<file path="src/rtl/assert_macros.svh">
// assertion helpers for the clocked checks at the end of a module
`ifndef ASSERT_MACROS_SVH
`define ASSERT_MACROS_SVH

// holds at every clock edge out of reset
`define ASSERT_ALWAYS(label, prop, msg) \
  label: assert property (@(posedge clk_i) disable iff (!rst_ni) (prop)) else $error(msg);

// a condition that implies something at the next clock edge
`define ASSERT_NEXT(label, cond, prop, msg) \
  label: assert property (@(posedge clk_i) disable iff (!rst_ni) (cond) |=> (prop)) \
    else $error(msg);

`endif

</file>
<file path="src/rtl/mtfr_pkg.sv">
// ----------------------------------------------------------------------------
// mtfr_pkg
// widths, constants and types of the modbus tcp frame recogniser
// ----------------------------------------------------------------------------
`default_nettype none

package mtfr_pkg;

  localparam int unsigned PAYLOAD_MAX_DEF = 4096;

  localparam int unsigned POS_W   = 13;
  localparam int unsigned END_W   = 14;
  localparam int unsigned LABEL_W = 9;
  localparam int unsigned HDR_W   = 56;
  localparam int unsigned PROBE_W = 8;
  localparam int unsigned IN_W    = 40;
  localparam int unsigned OUT_W   = 40;

  localparam logic [POS_W-1:0]   MIN_PAYLOAD   = 13'd9;
  localparam logic [POS_W-1:0]   MAX_FIRST_PKT = 13'd260;
  localparam logic [LABEL_W-1:0] MODBUS_LABEL  = 9'd502;
  localparam logic [15:0]        LDAP_MASK     = 16'hFF80;
  localparam logic [15:0]        LDAP_TAG      = 16'h3080;
  localparam logic [7:0]         BER_INT_TAG   = 8'h02;
  localparam logic [7:0]         FC_MAX        = 8'd127;
  localparam logic [7:0]         EXC_MIN       = 8'd1;
  localparam logic [7:0]         EXC_MAX       = 8'd12;
  localparam logic [POS_W-1:0]   POS_SAT       = '1;

  // results caused by one payload byte
  typedef struct packed {
    logic               has_rep;
    logic [POS_W-1:0]   pdu_start;
    logic [END_W-1:0]   pdu_end;
    logic               has_ver;
    logic [LABEL_W-1:0] label;
  } res_entry_t;

endpackage

`default_nettype wire

</file>
<file path="src/rtl/modbus_tcp_frame_recognizer_core.sv">
// ----------------------------------------------------------------------------
// modbus_tcp_frame_recognizer_core
// rebuilds modbus tcp mbap headers from a payload byte stream, reports
// accepted frames and gives a 502 or 0 verdict on the last byte
// ----------------------------------------------------------------------------
// One payload byte is taken per clock cycle. Each byte is checked in the cycle
// it is accepted and its results (a frame report, a verdict, or both) go into a
// two-entry result queue; a byte that causes both results hands out two output
// transfers from one entry. The input stalls only when that queue is full.
// There is no start-up pass after reset. The scan_all_frames register is
// written over the cfg channel and may only change while no item is in flight.
`default_nettype none

`include "assert_macros.svh"

module modbus_tcp_frame_recognizer_core #(
  parameter int unsigned PAYLOAD_MAX = mtfr_pkg::PAYLOAD_MAX_DEF
) (
  input  wire logic                       clk_i,
  input  wire logic                       rst_ni,
  input  wire logic                       cfg_valid_i,
  output logic                            cfg_ready_o,
  input  wire logic                       cfg_data_i,     // scan_all_frames
  input  wire logic                       s_axis_tvalid_i,
  output logic                            s_axis_tready_o,
  input  wire logic [mtfr_pkg::IN_W-1:0]  s_axis_tdata_i, // data_byte, payload_length,
                                                          // first_boundary
  input  wire logic                       s_axis_tlast_i, // last_byte
  input  wire logic                       s_axis_tuser_i, // is_tcp
  output logic                            m_axis_tvalid_o,
  input  wire logic                       m_axis_tready_i,
  output logic [mtfr_pkg::OUT_W-1:0]      m_axis_tdata_o, // pdu_start, pdu_end, app_label
  output logic                            m_axis_tlast_o, // run_last
  output logic                            m_axis_tuser_o  // result_kind
);

  localparam int unsigned PW = mtfr_pkg::POS_W;
  localparam logic [16:0] PayloadMaxW = 17'(PAYLOAD_MAX);

  logic scan_all_q;

  logic [PW-1:0]                pos_q, pos_d;
  logic [PW-1:0]                fs_q, fs_d;
  logic [mtfr_pkg::HDR_W-1:0]   hdr_q, hdr_d;
  logic [PW-1:0]                nacc_q, nacc_d;
  logic [mtfr_pkg::PROBE_W-1:0] probe_q, probe_d;
  logic                         fz_q, fz_d;
  logic                         stop_q, stop_d;

  mtfr_pkg::res_entry_t fifo_q [2];
  mtfr_pkg::res_entry_t ent_d;
  logic       wr_ptr_q, rd_ptr_q;
  logic [1:0] cnt_q;
  logic       sub_q;

  logic [7:0]    b;
  logic [PW-1:0] len, fb, pkt;
  logic          in_hs, out_hs, pop, push, pre_ok;

  logic [PW-1:0]                r;
  logic [mtfr_pkg::HDR_W-1:0]   hdr_new;
  logic [15:0]                  trans, proto, flen;
  logic [mtfr_pkg::PROBE_W-1:0] q;
  logic [7:0]                   pb;
  logic [17:0]                  nxt;
  logic                         accept;

  assign b   = s_axis_tdata_i[7:0];
  assign len = s_axis_tdata_i[20:8];
  assign fb  = s_axis_tdata_i[33:21];
  assign pkt = (fb == '0) ? '0 : ((fb < len) ? fb : len);

  assign pre_ok = s_axis_tuser_i && (len >= mtfr_pkg::MIN_PAYLOAD) &&
                  (pkt <= mtfr_pkg::MAX_FIRST_PKT) && ({4'b0, len} <= PayloadMaxW);

  assign cfg_ready_o     = 1'b1;
  assign s_axis_tready_o = (cnt_q != 2'd2);
  assign in_hs           = s_axis_tvalid_i && s_axis_tready_o;

  always_comb begin
    pos_d   = pos_q;
    fs_d    = fs_q;
    hdr_d   = hdr_q;
    nacc_d  = nacc_q;
    probe_d = probe_q;
    fz_d    = fz_q;
    stop_d  = stop_q;
    r       = pos_q - fs_q;
    hdr_new = {hdr_q[mtfr_pkg::HDR_W-9:0], b};
    trans   = hdr_new[55:40];
    proto   = hdr_new[39:24];
    flen    = hdr_q[23:8];
    q       = trans[7:0] & 8'h7F;
    q       = q + 8'd2;
    pb      = 8'h00;
    nxt     = {5'b0, fs_q} + {2'b0, hdr_q[23:8]} + 18'd6;
    accept  = 1'b0;
    ent_d   = '0;

    unique case (q[2:0])
      3'd2:    pb = hdr_new[39:32];
      3'd3:    pb = hdr_new[31:24];
      3'd4:    pb = hdr_new[23:16];
      3'd5:    pb = hdr_new[15:8];
      3'd6:    pb = hdr_new[7:0];
      default: pb = 8'h00;
    endcase

    if (!pre_ok) begin
      stop_d  = 1'b1;
      probe_d = '0;
    end else begin
      if (probe_q != '0 && pos_q == {5'b0, probe_q}) begin
        if (b == mtfr_pkg::BER_INT_TAG) begin
          fz_d   = 1'b1;
          stop_d = 1'b1;
        end
        probe_d = '0;
      end
      if (!stop_d && pos_q >= fs_q) begin
        if (r < 13'd7) begin
          hdr_d = hdr_new;
        end
        if (r == 13'd6) begin
          flen = hdr_new[23:8];
          if (({1'b0, fs_q} + 14'd9) > {1'b0, len}) begin
            stop_d = 1'b1;
          end else if (trans == {3'b0, pkt}) begin
            fz_d   = 1'b1;
            stop_d = 1'b1;
          end else begin
            if (nacc_q == '0 && (trans & mtfr_pkg::LDAP_MASK) == mtfr_pkg::LDAP_TAG) begin
              if ({5'b0, q} < len) begin
                if (q <= 8'd6) begin
                  if (pb == mtfr_pkg::BER_INT_TAG) begin
                    fz_d   = 1'b1;
                    stop_d = 1'b1;
                  end
                end else begin
                  probe_d = q;
                end
              end
            end
            if (!stop_d) begin
              if (proto != '0 || flen < 16'd3 ||
                  ({4'b0, fs_q} + 17'd6 + {1'b0, flen}) > {4'b0, len}) begin
                stop_d = 1'b1;
              end else if (nacc_q == '0 && ({1'b0, flen} + 17'd6) != {4'b0, pkt}) begin
                fz_d   = 1'b1;
                stop_d = 1'b1;
              end
            end
          end
        end else if (r == 13'd7) begin
          accept = (b <= mtfr_pkg::FC_MAX);
        end else if (r == 13'd8) begin
          if (b >= mtfr_pkg::EXC_MIN && b <= mtfr_pkg::EXC_MAX) begin
            accept = 1'b1;
          end else begin
            stop_d = 1'b1;
          end
        end else if (r > 13'd8) begin
          stop_d = 1'b1;
        end
        if (accept) begin
          ent_d.has_rep   = 1'b1;
          ent_d.pdu_start = fs_q + 13'd7;
          ent_d.pdu_end   = nxt[mtfr_pkg::END_W-1:0];
          if (nacc_q != mtfr_pkg::POS_SAT) begin
            nacc_d = nacc_q + 13'd1;
          end
          if (!scan_all_q || (nxt + 18'd9) > {5'b0, len}) begin
            stop_d = 1'b1;
          end else begin
            fs_d = nxt[PW-1:0];
          end
        end
      end
    end

    if (pos_q != mtfr_pkg::POS_SAT) begin
      pos_d = pos_q + 13'd1;
    end

    if (s_axis_tlast_i) begin
      ent_d.has_ver = 1'b1;
      ent_d.label   = (pre_ok && !fz_d && nacc_d != '0) ? mtfr_pkg::MODBUS_LABEL : '0;
      pos_d   = '0;
      fs_d    = '0;
      hdr_d   = '0;
      nacc_d  = '0;
      probe_d = '0;
      fz_d    = 1'b0;
      stop_d  = 1'b0;
    end
  end

  assign push = in_hs && (ent_d.has_rep || ent_d.has_ver);

  // output side of the result queue
  mtfr_pkg::res_entry_t head;
  logic                 show_rep;

  assign head            = fifo_q[rd_ptr_q];
  assign show_rep        = head.has_rep && !sub_q;
  assign m_axis_tvalid_o = (cnt_q != 2'd0);
  assign m_axis_tuser_o  = !show_rep;
  assign m_axis_tlast_o  = !(show_rep && head.has_ver);
  assign m_axis_tdata_o  = show_rep ?
      {4'b0, {mtfr_pkg::LABEL_W{1'b0}}, head.pdu_end, head.pdu_start} :
      {4'b0, head.label, {mtfr_pkg::END_W{1'b0}}, {PW{1'b0}}};
  assign out_hs = m_axis_tvalid_o && m_axis_tready_i;
  assign pop    = out_hs && m_axis_tlast_o;

  always_ff @(posedge clk_i) begin
    if (push) begin
      fifo_q[wr_ptr_q] <= ent_d;
    end
  end

  always_ff @(posedge clk_i or negedge rst_ni) begin
    if (!rst_ni) begin
      scan_all_q <= 1'b1;
      pos_q      <= '0;
      fs_q       <= '0;
      hdr_q      <= '0;
      nacc_q     <= '0;
      probe_q    <= '0;
      fz_q       <= 1'b0;
      stop_q     <= 1'b0;
      wr_ptr_q   <= 1'b0;
      rd_ptr_q   <= 1'b0;
      cnt_q      <= 2'd0;
      sub_q      <= 1'b0;
    end else begin
      if (cfg_valid_i && cfg_ready_o) begin
        scan_all_q <= cfg_data_i;
      end
      if (in_hs) begin
        pos_q   <= pos_d;
        fs_q    <= fs_d;
        hdr_q   <= hdr_d;
        nacc_q  <= nacc_d;
        probe_q <= probe_d;
        fz_q    <= fz_d;
        stop_q  <= stop_d;
      end
      if (push) begin
        wr_ptr_q <= !wr_ptr_q;
      end
      if (out_hs) begin
        sub_q <= !m_axis_tlast_o;
      end
      if (pop) begin
        rd_ptr_q <= !rd_ptr_q;
      end
      cnt_q <= cnt_q + {1'b0, push} - {1'b0, pop};
    end
  end

  `ASSERT_ALWAYS(a_queue_bound, cnt_q != 2'd3, "result queue overfilled")
  `ASSERT_ALWAYS(a_sub_on_verdict, !sub_q || (cnt_q != 2'd0 && head.has_ver && head.has_rep), "second result phase without a verdict")
  `ASSERT_NEXT(a_payload_clear, in_hs && s_axis_tlast_i, pos_q == '0 && nacc_q == '0, "state not cleared after last byte")

endmodule

`default_nettype wire

</file>
<file path="config.mk">
export PLATFORM = sky130hd
export DESIGN_NAME = modbus_tcp_frame_recognizer_core
export DESIGN_NICKNAME = d
export VERILOG_FILES = /design/src/rtl/mtfr_pkg.sv /design/src/rtl/modbus_tcp_frame_recognizer_core.sv
export VERILOG_INCLUDE_DIRS = /design/src /design/src/rtl
export SDC_FILE = /design/constraint.sdc
export NUM_CORES = 1
export LEC_CHECK = 0
export BUFFER_PORTS_ARGS = -buffer_cell sky130_fd_sc_hd__buf_2
export CORE_ASPECT_RATIO = 1.5
export CORE_MARGIN = 2
export CORE_UTILIZATION = 50
export CTS_BUF_LIST = sky130_fd_sc_hd__clkbuf_4 sky130_fd_sc_hd__clkbuf_8
export DETAILED_ROUTE_END_ITERATION = 10
export PLACE_DENSITY = 0.68
export SYNTH_ARGS = -nofsm -noshare
export SYNTH_HDL_FRONTEND = slang
export SYNTH_SLANG_ARGS = --single-unit
</file>
<file path="constraint.sdc">
create_clock -name clk_i -period 6.5 [get_ports clk_i]
set_clock_uncertainty 0.05 [all_clocks]
set_input_delay 0.325 -clock clk_i [delete_from_list [all_inputs] [get_ports clk_i]]
set_output_delay 0.325 -clock clk_i [all_outputs]
set_load 0.05 [all_outputs]
</file>
=== Word-level counts from Yosys, hierarchy flattened ===
Memories as Yosys holds them, arrays and structs flattened.
Cells that the tools add are included.

* Bits in registers: 103
* RAM bits: 76
* Input port bits: 48
* Memories: 1

* $add $sub $neg: 14
* Order comparisons: 16
* Equality and inequality tests: 18
* Muxes and demuxes: 85
* Reductions and logical operators: 42

{| class="wikitable"
|+ Memory list
! memory !! depth !! width !! rd ports !! clocked after Yosys merged registers in !! write ports !! RTL line !! RTL
|-
| fifo_q || 2 || 38 || 1 || 0 || 1 || modbus_tcp_frame_recognizer_core.sv:50 || <nowiki>mtfr_pkg::res_entry_t fifo_q [2];</nowiki>
|}

{| class="wikitable"
|+ Operator list
! operator !! count
|-
| 48-bit 2-to-1 mux || 4
|-
| 13-bit 2-to-1 mux || 14
|-
| 28-bit 2-to-1 mux || 3
|-
| 8-bit 2-to-1 mux || 10
|-
| 1-bit 2-to-1 mux || 50
|-
| 8-bit one-hot mux with 5 select lines || 1
|-
| 36-bit 2-to-1 mux || 1
|-
| 13-bit by 1-bit adder with 13-bit output, second input constant || 2
|-
| 13-bit by 3-bit == test with 1-bit output, second input constant || 2
|-
| 13-bit zero test || 2
|-
| 13-bit != test, second input constant || 2
|-
| 17-bit by 3-bit adder with 18-bit output, second input constant || 1
|-
| 18-bit by 4-bit adder with 18-bit output, second input constant || 1
|-
| 18-bit by 13-bit greater-than comparator with 1-bit output || 1
|-
| 13-bit by 16-bit adder with 17-bit output || 1
|-
| 14-bit by 16-bit adder with 17-bit output || 1
|-
| 16-bit by 3-bit adder with 17-bit output, second input constant || 1
|-
| 17-bit by 13-bit greater-than comparator with 1-bit output || 1
|-
| 17-bit by 13-bit != test with 1-bit output || 1
|-
| 16-bit by 13-bit == test with 1-bit output || 1
|-
| 8-bit by 2-bit == test with 1-bit output, second input constant || 2
|-
| 1-bit logical AND || 16
|-
| 16-bit by 2-bit < comparator with 1-bit output, second input constant || 1
|-
| 16-bit nonzero test || 1
|-
| other kinds (36) || 55
|}

=== Longest topological paths before layout ===
Gate-level depths: netlist (run 1).

* Depth after elaboration: 31
* Mapped depth: 26
* Depth with buffers taken out: 25

=== Worst setup path before layout (run 1) ===
Ideal clock, no wire load.

* Path type: register to register
* From: register fs_q[2]
* To: register fs_q[4]
* Library setup time: 0.077 ns
* Arrival: 4.895 ns
* Data required time: 6.373 ns
* Slack: 1.477 ns
* Stages on the path, launching flop included: 24
* Period minus slack after synthesis: 5.023 ns
* Cell sequence: dfrtp_1 clkbuf_1 inv_1 ha_1 inv_1 ha_1 a211oi_2 or4b_1 and4_1 nor3_2 nand2_1 xnor2_1 ha_1 a21o_1 a21o_1 a21oi_1 nor2b_1 o21ai_0 nor4b_1 o211ai_1 or3_1 or4_1 buf_2 o21ai_1

* Word-level cells in the longest chain between the ends: 9

{| class="wikitable"
|+ Ends and longest elaborated chain
! what !! RTL line !! RTL
|-
| from (decl) || modbus_tcp_frame_recognizer_core.sv:43 || <nowiki>logic [PW-1:0] fs_q, fs_d;</nowiki>
|-
| from (signal assigned) || modbus_tcp_frame_recognizer_core.sv:241 || <nowiki>fs_q <= fs_d;</nowiki>
|-
| parallel branches: the longest is 9 deep, another holds 17-bit by 3-bit adder with 18-bit output || n/a ||
|}

Parallel ways; which one is timed is not known. The select of a mux whose other input is x is not followed.
A chain may end at the register's enable or synchronous reset.

=== Worst setup path in the final report (run 1) ===
* From: register hdr_q[9] in the netlist's numbering
* To: register fs_q[12]

* Word-level cells in the longest chain between the ends: 7

{| class="wikitable"
|+ Ends and longest elaborated chain
! what !! RTL line !! RTL
|-
| from (decl) || modbus_tcp_frame_recognizer_core.sv:44 || <nowiki>logic [mtfr_pkg::HDR_W-1:0] hdr_q, hdr_d;</nowiki>
|-
| from (signal assigned) || modbus_tcp_frame_recognizer_core.sv:242 || <nowiki>hdr_q <= hdr_d;</nowiki>
|-
| 13-bit by 16-bit adder with 17-bit output * || modbus_tcp_frame_recognizer_core.sv:96 || <nowiki>nxt = {5'b0, fs_q} + {2'b0, hdr_q[23:8]} + 18'd6;</nowiki>
|-
| 17-bit by 3-bit adder with 18-bit output * || modbus_tcp_frame_recognizer_core.sv:96 ||
|-
| 18-bit by 4-bit adder with 18-bit output or 13-bit 2-to-1 mux (tied branches) || modbus_tcp_frame_recognizer_core.sv:172 || <nowiki>if (!scan_all_q || (nxt + 18'd9) > {5'b0, len}) begin</nowiki>
|-
| 18-bit by 13-bit greater-than comparator with 1-bit output or 13-bit 2-to-1 mux (tied branches) || modbus_tcp_frame_recognizer_core.sv:172, modbus_tcp_frame_recognizer_core.sv:165 ||
|-
| 1-bit logical OR or 13-bit 2-to-1 mux (tied branches) || modbus_tcp_frame_recognizer_core.sv:172, modbus_tcp_frame_recognizer_core.sv:120 ||
|-
| 2-bit != test (no source line) or 13-bit 2-to-1 mux (tied branches) || n/a ||
|-
| 5-bit AND reduction (no source line) or 13-bit 2-to-1 mux (tied branches) || n/a ||
|}

Every way passes the cells marked *; elsewhere a longest branch is shown, timed or not. The select of a mux whose other input is x is not followed.

==> flow_summary.ini, run 1 <==
[sta]
max_freq_mhz = 175.9
setup_tns_ns = 0
maxSlewViolCount = 0
finalCriticalPeriod_ns = 5.686
worst_pin_slew_ns = 1.181
slew_headroom_pct = 19.25
report.final.hold_viol_count = 0
holdWs_ns = 0.06072
min_period_over_period_pct = 87.48
setup_slack_ns = 0.8139
rsz0062_at_grt = no
final-setup-viol-count = 0

[cts]
cts_tree = yes
max-clock-path-buffers = 2
cts_setup_buffers = 0
cts_resized = 0
cts_root_buffer = clkbuf_8
clk_pin_slew_ns = 0.10
htree_levels = 4
cts_sinks = 163
cts_buffers = 17
clk_latency_ns = 0.52

[grt]
grt_pass1_vias = 11066
antenna_found_initial = 0
grt_max_degree = 75
grt_pass1_wl_mm = 58.81
grt_use_total_pct = 27.64
grt_overflow_total = 0

[place]
placed_cell_area_mm2 = 0.01379
dp.final_hpwl_mm = 28.51
place_ws_ns = 0.8554
place_inst = 1829
finalWeightedCongestion = 0.9587
port_buffers = 79

[floorplanning]
die_h_um = 203.3
die-area_mm2 = 0.02782
die_w_um = 136.9
pin_count = 93
initial_core_util_pct = 50.33
coreArea_mm2 = 0.02631
rows = 73

[cells_and_area]
num_antenna_cells = 0
fin_nets = 1704
area_growth_pct = 7.863
nFillCells = 2487
fin_area_mm2 = 0.01428
drive_above_1_share_pct = 10.05
stdcell_count = 1870

[critical_path]
crit_required_ns = 6.89
cp-startpoint = hdr_q[9]$_DFFE_PN0P_
rrSetupSlack_ns = 0.81
arrival_ns = 6.08
critPathMaxFanout = 13
crit_end = fs_q[12]$_DFFE_PN0P_
crit_path_start_kind = flop
crit_type = flop to flop
r2r_cells = 23
cp-end-kind = flop
worstReg2RegEnd = fs_q[12]$_DFFE_PN0P_
timing.rr.start = hdr_q[9]$_DFFE_PN0P_

[yosys]
synth-async-reset-ratio_pct = 63.19
yosysWarnings = 0
synth.ff_latch_count = 163
synth_cell_types = 85
synth_edf_count = 60
yosys.area.top_type = dfrtp_1
synth.top_cell.area_share_pct = 19.28
ys.flop_type = dfrtp_1
synth.avg_cell_area_um2 = 8.963
synthCells = 1477
yosysSeqAreaShare_pct = 33.09
syn_area_mm2 = 0.01324
synthTopCellsByArea = dfrtp_1 19%, edfxtp_1 14%, ha_1 13%

[routing]
post_drt_wl_per_cell_um = 20.12
drt-initial-drc-count = 680
dr_total_vias = 11503
drc = 0
totalWireLength_mm = 37.63
dr.pass1.iters = 5
antenna_left = 0
post_drt_via_cell_ratio = 6.151

[power_and_ir_drop]
clkPwrFrac_pct = 18.8
powerDensity_mw_per_mm2 = 286.0
p_int_w = 0.002180
power_leakage_nw = 6.331
switching_share_pct = 46.62
p_seq_share_pct = 32.8
vdd_drop_max_v = 0.0002465
p_switching_w = 0.001904
p_comb_share_pct = 48.4

[min_path]
holdPathStages = 2
min_path_type = primary input to flop

[status]
status = finished clean

[flow_run]
drv_cap = 0
kinds of logic (layout without fill, tap and decap cells):
logic type	count (synthesis)	after routing	share of synthesized area, %
compound gates	336	336	17.67
fa+ha+maj	136	136	13.02
other cells	2	7	0.05673
mux	49	49	3.752
simple gates	517	517	19.84
buf+inv	167	218	5.491
xor+xnor	107	107	7.079
flops	163	163	33.09
final cells by class:
type,count,area [µm²],area share (%)
clock inverters,14,160.2,1.122
multi-input cells,1152,8168,57.20
inverters,84,315.3,2.208
clock buffers,18,241.5,1.691
well taps,337,421.7,2.953
repair buffers,102,593.1,4.153
flip-flops and latches,163,4380,30.68
timing repair:
action	4_1_cts	5_1_grt
endpoints found under the setup margin	0	0
endpoints found under the hold margin	36	0
hold buffers	9	0
worst min-delay path by stage:
stage                 startpoint                endpoint
2_1_floorplan             rst_ni      cnt_q[0]$_DFF_PN0_
4_1_cts        s_axis_tdata_i[1]    hdr_q[1]$_DFFE_PN0P_
3_5_place_dp              rst_ni  nacc_q[11]$_DFFE_PN0P_
6_report       s_axis_tdata_i[1]    hdr_q[1]$_DFFE_PN0P_
3_3_place_gp              rst_ni  nacc_q[11]$_DFFE_PN0P_
5_1_grt        s_axis_tdata_i[1]    hdr_q[1]$_DFFE_PN0P_
cell usage after synthesis, drive strengths merged, types with 44 or more instances:
library cell / count
a21oi: 58
a22o: 49
clkbuf: 56
dfrtp: 102
edfxtp: 60
ha: 133
inv: 84
mux2i: 44
nand2: 84
nand3: 47
nor2: 159
o21ai: 79
xnor2: 71
through the flow:
step           util (%)  power, W
2_1_floorplan         -  0.002853
3_3_place_gp      52.42  0.003275
3_5_place_dp      52.42  0.003316
4_1_cts           54.29  0.004095
5_1_grt           54.29  0.004331
6_report          54.29  0.004084
flip-flops by register name, indices dropped and copies added (netlist names):
register,cells
fifo_q,60
hdr_q,48
fs_q,13
nacc_q,13
pos_q,13
probe_q,8
cnt_q,2
fz_q,1
rd_ptr_q,1
scan_all_q,1
stop_q,1
sub_q,1
wr_ptr_q,1
cells in the final DEF, fill, tap and decap left out, types with 9 or more instances in the layout:
master | netlist | routed
dfrtp_1 | 102 | 102
o21ai_1 | 17 | 17
a22o_1 | 49 | 49
inv_1 | 83 | 83
a31oi_1 | 9 | 9
ha_1 | 133 | 133
buf_4 | 13 | 15
a21o_1 | 18 | 18
buf_2 | 5 | 78
nor3_1 | 40 | 40
xor2_1 | 36 | 36
o31ai_1 | 12 | 12
edfxtp_1 | 60 | 60
nor4_1 | 30 | 30
nand3_1 | 47 | 47
o211ai_1 | 16 | 16
nand4_1 | 29 | 29
a21oi_1 | 58 | 58
a211oi_1 | 16 | 15
or3_1 | 12 | 12
nor2_1 | 159 | 156
xnor2_1 | 71 | 71
and3_1 | 22 | 22
dlygate4sd3_1 | 0 | 9
nor2b_1 | 16 | 16
clkbuf_8 | 0 | 17
nand2b_1 | 19 | 19
mux2i_1 | 44 | 44
o21ai_0 | 62 | 62
o21a_1 | 10 | 10
nand2_1 | 84 | 84
critical path: stages (launching register included):
cell and delay (ns):
dfrtp_1 0.56, inv_1 0.13, ha_1 0.29, inv_1 0.06, ha_1 0.17, inv_1 0.07, fa_1 0.41, nand2b_1 0.20
a21oi_1 0.25, o21ai_0 0.15, a2bb2oi_1 0.34, nand4_1 0.21, nor2b_1 0.23, xnor2_1 0.16, ha_1 0.27, nand4_1 0.11
nor2_1 0.07, o21ai_0 0.07, a21oi_1 0.08, nor4b_1 0.26, o211ai_1 0.13, or3_1 0.48, or4_1 0.67, o21ai_1 0.21
per-layer routing:
layer  GRT usage, %  vias to the layer above  routed length (µm)
li1               -                     5500                   -
met1          31.38                     5531               14760
met2          48.02                      363               18770
met3          4.773                      109                1834
met4          16.38                        0                2265
met5              0                        -                   0
power groups by stage:
stage / clock network (W) / registers [W] / logic [W]
6_report: 0.000767 / 0.00134 / 0.00198
3_3_place_gp: 0 / 0.00135 / 0.00193
5_1_grt: 0.000830 / 0.00135 / 0.00215
3_5_place_dp: 0 / 0.00136 / 0.00196
4_1_cts: 0.000789 / 0.00133 / 0.00197
2_1_floorplan: 0 / 0.00127 / 0.00158
(Power assumes the default switching activity.)
==> run 2: changes to the inputs <==
CELL_PAD_IN_SITES_DETAIL_PLACEMENT = 1   (was default)
CELL_PAD_IN_SITES_GLOBAL_PLACEMENT = 2   (was default)
CORE_UTILIZATION = 40   (was 50)
HOLD_SLACK_MARGIN = 0.05   (was default)
PLACE_DENSITY = default   (was 0.68)
PLACE_DENSITY_LB_ADDON = 0.1   (was default)
==> run 2 against run 1 <==
Effect of this change: register-to-register slack worse by 0.08 ns; worst hold slack gained 0.19 ns; count of clock-buffer cells in the layout stayed put; critical endpoint is now fs_q[8]$_DFFE_PN0P_; critical path depth unchanged; highest routed layer unchanged; sequential share of layout area fell by 0.53 points; via count rose by 1.1%.
==> flow_summary.ini, run 2 (synthesis results as in run 1) <==
[cells_and_area]
layout_common_cells = 156 x nor2_1, 133 x ha_1, 102 x dfrtp_1
regMostFlops = fifo_q
layout_commonest_cell = nor2_1
fin_nets = 1719
seq_area_mm2 = 0.004380
nFillCells = 3821
largest_reg_flops = 60
area_growth_pct = 9.763
top_regs = fifo_q x60, hdr_q x48
num_antenna_cells = 0
multi_input_area_mm2 = 0.008174
stdcell_count = 1963
drive_above_1_share_pct = 10.79

[critical_path]
r2r_cells = 23
cp_slowest_cell = or4_1
cp_cell_sequence = inv_1 > ha_1 > inv_1 > ha_1 > inv_1 > fa_1 > nand2b_1 > a21oi_1 > xnor2_1 > nor3_2 > nand2_1 > xnor2_1 > ha_1 > a21o_1 > a21o_1 > a21oi_1 > nor2b_1 > o21ai_0 > nor4b_1 > o211ai_1 > or3_1 > or4_1 > o21ai_1
rrSetupSlack_ns = 0.74
cp-startpoint = fs_q[1]$_DFFE_PN0P_
crit_path_start_kind = flop
worstReg2RegEnd = fs_q[8]$_DFFE_PN0P_
cpPeakStageDelay_ns = 0.69
critPathMaxFanout = 13
timing.rr.start = fs_q[1]$_DFFE_PN0P_
crit_type = flop to flop
critPathTopFamily = simple AND/OR/NAND/NOR gates
cp-end-kind = flop
arrival_ns = 6.15
crit_required_ns = 6.88
crit_buf_inv = 3

[flow_run]
drv_cap = 0

[cts]
clk_latency_ns = 0.51
htree_levels = 4
max-clock-path-buffers = 2
cts_sinks = 163
cts_buffers = 17
clk_pin_slew_ns = 0.11
cts_root_buffer = clkbuf_8
cts_resized = 0
cts_tree = yes
cts_setup_buffers = 0
postCtsHoldBufs = 12

[power_and_ir_drop]
powerDensity_mw_per_mm2 = 288.1
p_total_w = 0.004187
power_leakage_nw = 6.422
vdd_drop_max_v = 0.0001910

[floorplanning]
initial_core_util_pct = 40.57
die-area_mm2 = 0.03460
coreArea_mm2 = 0.03263
die_h_um = 226.8
die_w_um = 152.5
rows = 81
pin_count = 93

[sta]
min_period_over_period_pct = 88.65
max_freq_mhz = 173.5
finalCriticalPeriod_ns = 5.762
slew_headroom_pct = 27.78
final-setup-viol-count = 0
worst_pin_slew_ns = 1.083
report.final.hold_viol_count = 0
rsz0062_at_grt = no
maxSlewViolCount = 0
setup_tns_ns = 0

[grt]
grt_pass1_wl_mm = 68.81
grt_pass1_vias = 12143
grt_overflow_total = 0
antenna_found_initial = 0
grt_max_degree = 60
grt_use_total_pct = 25.93

[routing]
post_drt_via_cell_ratio = 5.923
totalWireLength_mm = 44.26
post_drt_wl_per_cell_um = 22.55
drt-initial-drc-count = 560
antenna_left = 0
dr.pass1.iters = 5
dr_total_vias = 11626
drc = 0

[status]
status = finished clean

[place]
finalWeightedCongestion = 0.8789
port_buffers = 79
dp.final_hpwl_mm = 34.01
place_inst = 1919

[min_path]
min_from = s_axis_tlast_i
hold_end = nacc_q[1]$_DFFE_PN0P_
min_path_type = primary input to flop
holdPathStages = 2
[run 2: cell count changes in the layout (fill, tap and decap cells not counted), moves of 2 or more]
| cell | change |
|---|---|
| clkinv_8 | +3 |
| clkinvlp_4 | -2 |
| inv_8 | -2 |
| dlygate4sd3_1 | +3 |
| buf_4 | +12 |
| inv_6 | +2 |
[run 2: final cells by class]
class,instances,area share [%]
clock buffer,18,1.705
clock inverter,14,1.248
inverter,84,2.170
multi-input combinational,1152,56.25
sequential,163,30.14
tap,415,3.573
timing repair buffer,117,4.908
[run 2: per-layer routing]
| layer | global-route usage [%] | wire (µm) | share of wire (%) |
|---|---|---|---|
| met5 | 0 | 0 | 0 |
| met4 | 12.46 | 2034 | 4.6 |
| met3 | 3.612 | 1436 | 3.2 |
| met2 | 48.11 | 22880 | 52 |
| met1 | 29.21 | 17910 | 40 |
[run 2: how the worst max path moves through the flow]
stage,to,slack (ns),depth (start not counted)
6_report,fs_q[8]$_DFFE_PN0P_,0.74,23
5_1_grt,fs_q[0]$_DFFE_PN0P_,0.31,23
4_1_cts,fs_q[8]$_DFFE_PN0P_,0.68,23
3_5_place_dp,fs_q[8]$_DFFE_PN0P_,0.73,23
3_3_place_gp,fs_q[9]$_DFFE_PN0P_,0.83,23
2_1_floorplan,fs_q[4]$_DFFE_PN0P_,1.48,23
[run 2: report_power, final]
part	internal [W]	switching [W]	total, W
combinational	0.000692	0.00136	0.00205
clock	0.000340	0.000477	0.000817
sequential	0.00118	0.000136	0.00132
total	0.00222	0.00197	0.00419
[run 2: through the flow]
step	hold WS (ns)	setup WS, ns	util, %	cell area, µm²
5_1_grt	0.2344	0.3143	44.53	14530
4_1_cts	0.2190	0.6827	44.53	14530
3_3_place_gp	0.4128	0.8270	42.85	13980
3_5_place_dp	0.4364	0.7327	42.85	13980
6_report	0.2489	0.7376	44.53	14530
2_1_floorplan	-0.02059	1.477	-	13260
